===== src/rtl/c2c_pkg.sv =====
package c2c_pkg;

  localparam int ROW_W = 10;
  localparam int COL_W = 16;
  localparam int VAL_W = 64;
  localparam int PTR_W = 13;
  localparam int CFG_W = 11;

  localparam logic [1:0] KIND_PTR   = 2'd0;
  localparam logic [1:0] KIND_ENTRY = 2'd1;
  localparam logic [1:0] KIND_NONE  = 2'd2;

  localparam logic [1:0] PH_LOADING = 2'd0;
  localparam logic [1:0] PH_READING = 2'd1;
  localparam logic [1:0] PH_DONE    = 2'd2;

  localparam logic MODE_LOAD = 1'b0;
  localparam logic MODE_READ = 1'b1;

  typedef struct packed {
    logic             is_read;
    logic [ROW_W-1:0] row;
    logic [COL_W-1:0] column;
    logic [VAL_W-1:0] value;
  } cmd_t;

  typedef struct packed {
    logic [1:0]       kind;
    logic [PTR_W-1:0] pointer;
    logic [COL_W-1:0] column;
    logic [VAL_W-1:0] value;
    logic             error;
    logic             last;
  } res_t;

endpackage


===== src/rtl/c2c_queue.sv =====
module c2c_queue (
  input  logic          clk,
  input  logic          rst,
  input  logic          in_valid,
  output logic          in_ready,
  input  c2c_pkg::cmd_t in_data,
  output logic          out_valid,
  input  logic          out_ready,
  output c2c_pkg::cmd_t out_data
);

  c2c_pkg::cmd_t slots [2];
  logic       wr_ptr;
  logic       rd_ptr;
  logic [1:0] fill;
  logic       push;
  logic       pop;

  assign in_ready  = (fill != 2'd2);
  assign out_valid = (fill != 2'd0);
  assign out_data  = slots[rd_ptr];
  assign push      = in_valid && in_ready;
  assign pop       = out_valid && out_ready;

  always_ff @(posedge clk) begin
    if (rst) begin
      wr_ptr <= 1'b0;
      rd_ptr <= 1'b0;
      fill   <= 2'd0;
    end else begin
      if (push) begin
        wr_ptr <= ~wr_ptr;
      end
      if (pop) begin
        rd_ptr <= ~rd_ptr;
      end
      if (push && !pop) begin
        fill <= fill + 2'd1;
      end else if (pop && !push) begin
        fill <= fill - 2'd1;
      end
    end
  end

  always_ff @(posedge clk) begin
    if (push) begin
      slots[wr_ptr] <= in_data;
    end
  end

endmodule


===== config.mk =====
export PLATFORM = sky130hd
export DESIGN_NAME = c2c_queue
export DESIGN_NICKNAME = d
export VERILOG_FILES = /design/src/rtl/c2c_pkg.sv /design/src/rtl/c2c_queue.sv
export SDC_FILE = /design/constraint.sdc
export NUM_CORES = 1
export LEC_CHECK = 0
export BUFFER_PORTS_ARGS = -buffer_cell sky130_fd_sc_hd__clkbuf_2
export CORE_ASPECT_RATIO = 0.6
export CORE_MARGIN = 2
export CORE_UTILIZATION = 52
export CTS_CLUSTER_DIAMETER = 50
export CTS_CLUSTER_SIZE = 24
export DETAILED_ROUTE_END_ITERATION = 8
export HOLD_SLACK_MARGIN = 0.08
export PLACE_DENSITY_LB_ADDON = 0.1
export SLEW_MARGIN = 0
export SYNTH_ARGS = -nofsm -noshare
export SYNTH_HDL_FRONTEND = slang
export SYNTH_SLANG_ARGS = --single-unit

===== constraint.sdc =====
create_clock -name clk -period 3.7 [get_ports clk]
set_clock_uncertainty 0.05 [all_clocks]
set_input_delay 0.37 -clock clk [delete_from_list [all_inputs] [get_ports clk]]
set_output_delay 0.37 -clock clk [all_outputs]
set_load 0.05 [all_outputs]

# Word-level counts from Yosys, hierarchy flattened

Memories as Yosys holds them, arrays and structs flattened. A register that Yosys moved wholly into a read port is not among the register bits.
Cells that the tools add are included.

Memories kept: 1
Register bits: 4
Output and inout port bits: 93
Bits in writable memories: 182

Memory list:

| name  | depth | width | read ports | clocked after Yosys merged registers in | wr ports | line            | source |
|---|---|---|---|---|---|---|---|
| slots | 2     | 91    | 1          | 1                                       | 1        | c2c_queue.sv:12 | `c2c_pkg::cmd_t slots [2];` |

Multiplexer cells: 6
Bitwise gates (word level): 2
$add $sub $neg: 2
Reduce and logical (&&, ||, !) cells: 8
Eq/ne operators: 1

Operator list:

| operator                                          | count |
|---|---|
| logical AND 1 bit                                 | 4 |
| 2-to-1 mux 1 bit                                  | 4 |
| 2-to-1 mux 2 bit                                  | 2 |
| nonzero test 2 bit                                | 2 |
| adder 2 x 1 -> 2 bit (second input constant)      | 1 |
| zero test 1 bit                                   | 2 |
| inequality test 2 bit (second input constant)     | 1 |
| inverter 1 bit                                    | 2 |
| subtractor 2 x 1 -> 2 bit (second input constant) | 1 |

# Depth between registers and ports, before layout

Depth after elaboration: 6
Gate-level depth with buffers: 6

# Least setup slack after synthesis

No wires, ideal clock.

Kind: flip-flop to flip-flop
Start point: reg fill[0]
End point: mem slots[1][0] (netlist name), enable pin
Path slack: 0.040 ns
Setup time: 0.460 ns
Data arrival time: 3.150 ns
Data required time: 3.190 ns
Clock period less this slack: 3.660 ns
Stages on the path, launching flop included: 3
Path through: dfxtp_1 -> nand2b_1 -> and3_1

Longest elaborated chain between the ends: 4

RTL lines:

| item                                   | line            | source |
|---|---|---|
| start, declared                        | c2c_queue.sv:15 | `logic [1:0] fill;` |
| start signal, assigned                 | c2c_queue.sv:38 | `fill <= fill + 2'd1;` |
| start signal, assigned                 | c2c_queue.sv:40 | `fill <= fill - 2'd1;` |
| inequality test 2 bit                  | c2c_queue.sv:19 | `assign in_ready = (fill != 2'd2);` |
| net in_ready                           | c2c_queue.sv:5  | `output logic in_ready,` |
| logical AND 1 bit                      | c2c_queue.sv:22 | `assign push = in_valid && in_ready;` |
| 2-to-1 mux 1 bit                       | c2c_queue.sv:46 | `if (push) begin` |
| 2-to-1 mux 1 bit (not written as such) | c2c_queue.sv:47 | `slots[wr_ptr] <= in_data;` |
| end, declared                          | c2c_queue.sv:12 |  |

The timed path passes the listed nets, and every way through them passes these cells.

==> flow_summary.json <==
{
  "setup_tns_ps": 0,
  "clkTransAtPathRegs_ps": 70,
  "grt_pass1_vias": 3899,
  "post-dp-hpwl_um": 8180,
  "multi_input_area_um2": 1150,
  "cp-start-kind": "register",
  "post-route-period-util_pct": 70.3,
  "synth_fp_nets": 403,
  "synth_area_per_cell_um2": 22.1,
  "first_pass_iters": 4,
  "num-nets-final": 655,
  "critPathKind": "reg -> out",
  "synth_cells": 307,
  "wire_per_inst_um": 17.7,
  "antenna_found_initial": 1,
  "row_count": 32,
  "worst_slew_pin_slew_ps": 737,
  "vias": 3675,
  "dr_wl_met2_um": 6290,
  "gr-total-overflow": 0,
  "hold_path.class": "in -> reg",
  "routed_wl_um": 13100,
  "slowest_delay_ps": 760,
  "rsz0062_at_grt": "no",
  "track_usage_pct": 19.1,
  "ys_ff_latch": 187,
  "cp_data_arrival_time_ps": 2180,
  "crit_slowest_cell": "dfxtp_4",
  "drive_gt1_share_pct": 55.3,
  "synth-seq-area-share_pct": 82.0,
  "clkLatencyLatePin_ps": 410,
  "slew_violations": 0,
  "period_minus_slack_ps": 2600,
  "cts-htree-levels": 4,
  "viasPerCell": 4.95,
  "total_power_mw": 6.94,
  "slew_headroom_pct": 50.9,
  "core_um2": 12800,
  "path_max_fanout": 47,
  "setup_violations": 0,
  "die_w_um": 151,
  "met1Wirelength_um": 5590,
  "crit_chain": "buf_12 -> mux2_2 -> clkbuf_2",
  "numCtsBuffers": 17,
  "yosysWarnings": 0,
  "ys_types": 18,
  "netlist_area_um2": 6790,
  "grt_max_degree": 52,
  "drcViolationCount": 0,
  "clock_sinks": 187,
  "ant_nets": 0,
  "finalHoldViolCount": 0,
  "gp_congestion": 0.835,
  "postCtsSetupRepairBufs": 0,
  "boundaryPins": 188,
  "dr.max_layer_used": "met4",
  "ctsResizeCount": 0,
  "start_util_pct": 53.1,
  "grt_pass1_wl_um": 19600,
  "fmax_ghz": 0.384,
  "powerDensity_nw_per_um2": 766,
  "cts_tree": "built",
  "die_area_um2": 14000,
  "die_h_um": 92.5,
  "crit_required_ps": 3280,
  "io_buffers": 187,
  "clockRootBuffer": "clkbuf_16",
  "route.met3.wl_um": 1070,
  "timing.critical_path.max_delay_family": "flip-flops",
  "syn2layout_area_growth_pct": 33.5,
  "utilization_pct": 70.9,
  "clock_path_buffers": 2,
  "outcome": "complete, no violations",
  "p_leak_nw": 3.44,
  "max-vdd-ir-drop_uv": 504,
  "drtIter0Drc": 161,
  "nFillCells": 825,
  "rrSetupSlack_ps": 1640,
  "worst_setup_path_end_kind": "primary output",
  "max-cap-violations": 0,
  "cp.buffers_inverters": 2,
  "seqCellArea_um2": 5570
}
[routing by layer]
| layer | vias up | global-route usage, % |
|---|---|---|
| met5 | - | 0 |
| met4 | 0 | 7.48 |
| met3 | 17 | 6.40 |
| met2 | 139 | 30.2 |
| met1 | 1792 | 24.6 |
| li1 | 1727 | - |
[cell usage after synthesis (all sizes together)]
library cell	count	area [um2]
inv	1	3.75
a21bo	1	10.0
xor2	3	26.3
dfxtp	5	100
o21ai	2	10.0
ha	1	12.5
or2	1	6.26
and2	1	6.26
mux2	91	1020
edfxtp	182	5470
or3	1	6.26
nor2	3	11.3
buf	10	72.6
nand3b	1	7.51
a21oi	2	10.0
and3	1	6.26
nand2b	1	6.26
[stage by stage]
stage | hold WS, ps | worst slack [ps] | area (um2) | std cells
after floorplan | 389 | 40.0 | 6790 | 307
after global placement | 439 | 1510 | 7940 | 658
after detailed placement | 451 | 1510 | 7940 | 658
after CTS | 80.2 | 1060 | 9020 | 738
after global routing | 80.0 | 977 | 9060 | 742
final | 97.0 | 1100 | 9060 | 742
[cells by family (layout without fill, tap and decap cells)]
family,after synthesis,count (layout),synth area share (%)
AO/OA/AOI/OAI,5,5,0.443
XOR/XNOR,3,3,0.387
adder cells (fa/ha/maj),1,1,0.184
buffers and inverters,11,275,1.12
flip-flops,187,187,82.0
multiplexers,91,91,15.1
other,0,1,0
AND/OR/NAND/NOR,9,9,0.738
[area by class of cell]
type                            count  share of cell area, %
Inverter                            1                 0.0553
Timing Repair Buffer              243                   16.8
Antenna cell                        1                 0.0276
Clock inverter                     14                   1.88
Multi-Input combinational cell    109                   12.7
Tap cell                          170                   2.35
Clock buffer                       17                   4.70
Sequential cell                   187                   61.5
[state kept, by name (all words and copies together), names as in the netlist, named ones only]
register,cells
fill,2
wr_ptr,1
slots,182
rd_ptr,1
[worst paths after layout]
kind,from,endpoint,cells after the start
max,register,out_data[57],3
min,in_data[53],slots[1][53],1
max reg2reg,fill[0],slots[1][23],3
min reg2reg,fill[1],fill[1],2
[cells in the final DEF (no fill, tap or decap), types with 3 or more instances in the layout]
| cell | instances |
|---|---|
| clkbuf_16 | 17 |
| dlygate4sd3_1 | 52 |
| inv_6 | 3 |
| clkinv_4 | 3 |
| edfxtp_1 | 182 |
| nor2_1 | 3 |
| mux2_2 | 91 |
| bufinv_16 | 3 |
| buf_12 | 3 |
| clkbuf_2 | 187 |
| dfxtp_1 | 4 |
| xor2_1 | 3 |
[power breakdown]
group	total, mW	switching (mW)	internal (mW)
clock	1.82	0.757	1.06
sequential	2.78	0.136	2.65
combinational	2.33	1.67	0.667
total	6.94	2.56	4.38
[repair_timing]
action	CTS	global route
hold buffers	49	3
endpoints found under the hold margin	91	6
setup endpoints to repair	0	0
No activity file was read; power rests on OpenSTA's default activity.
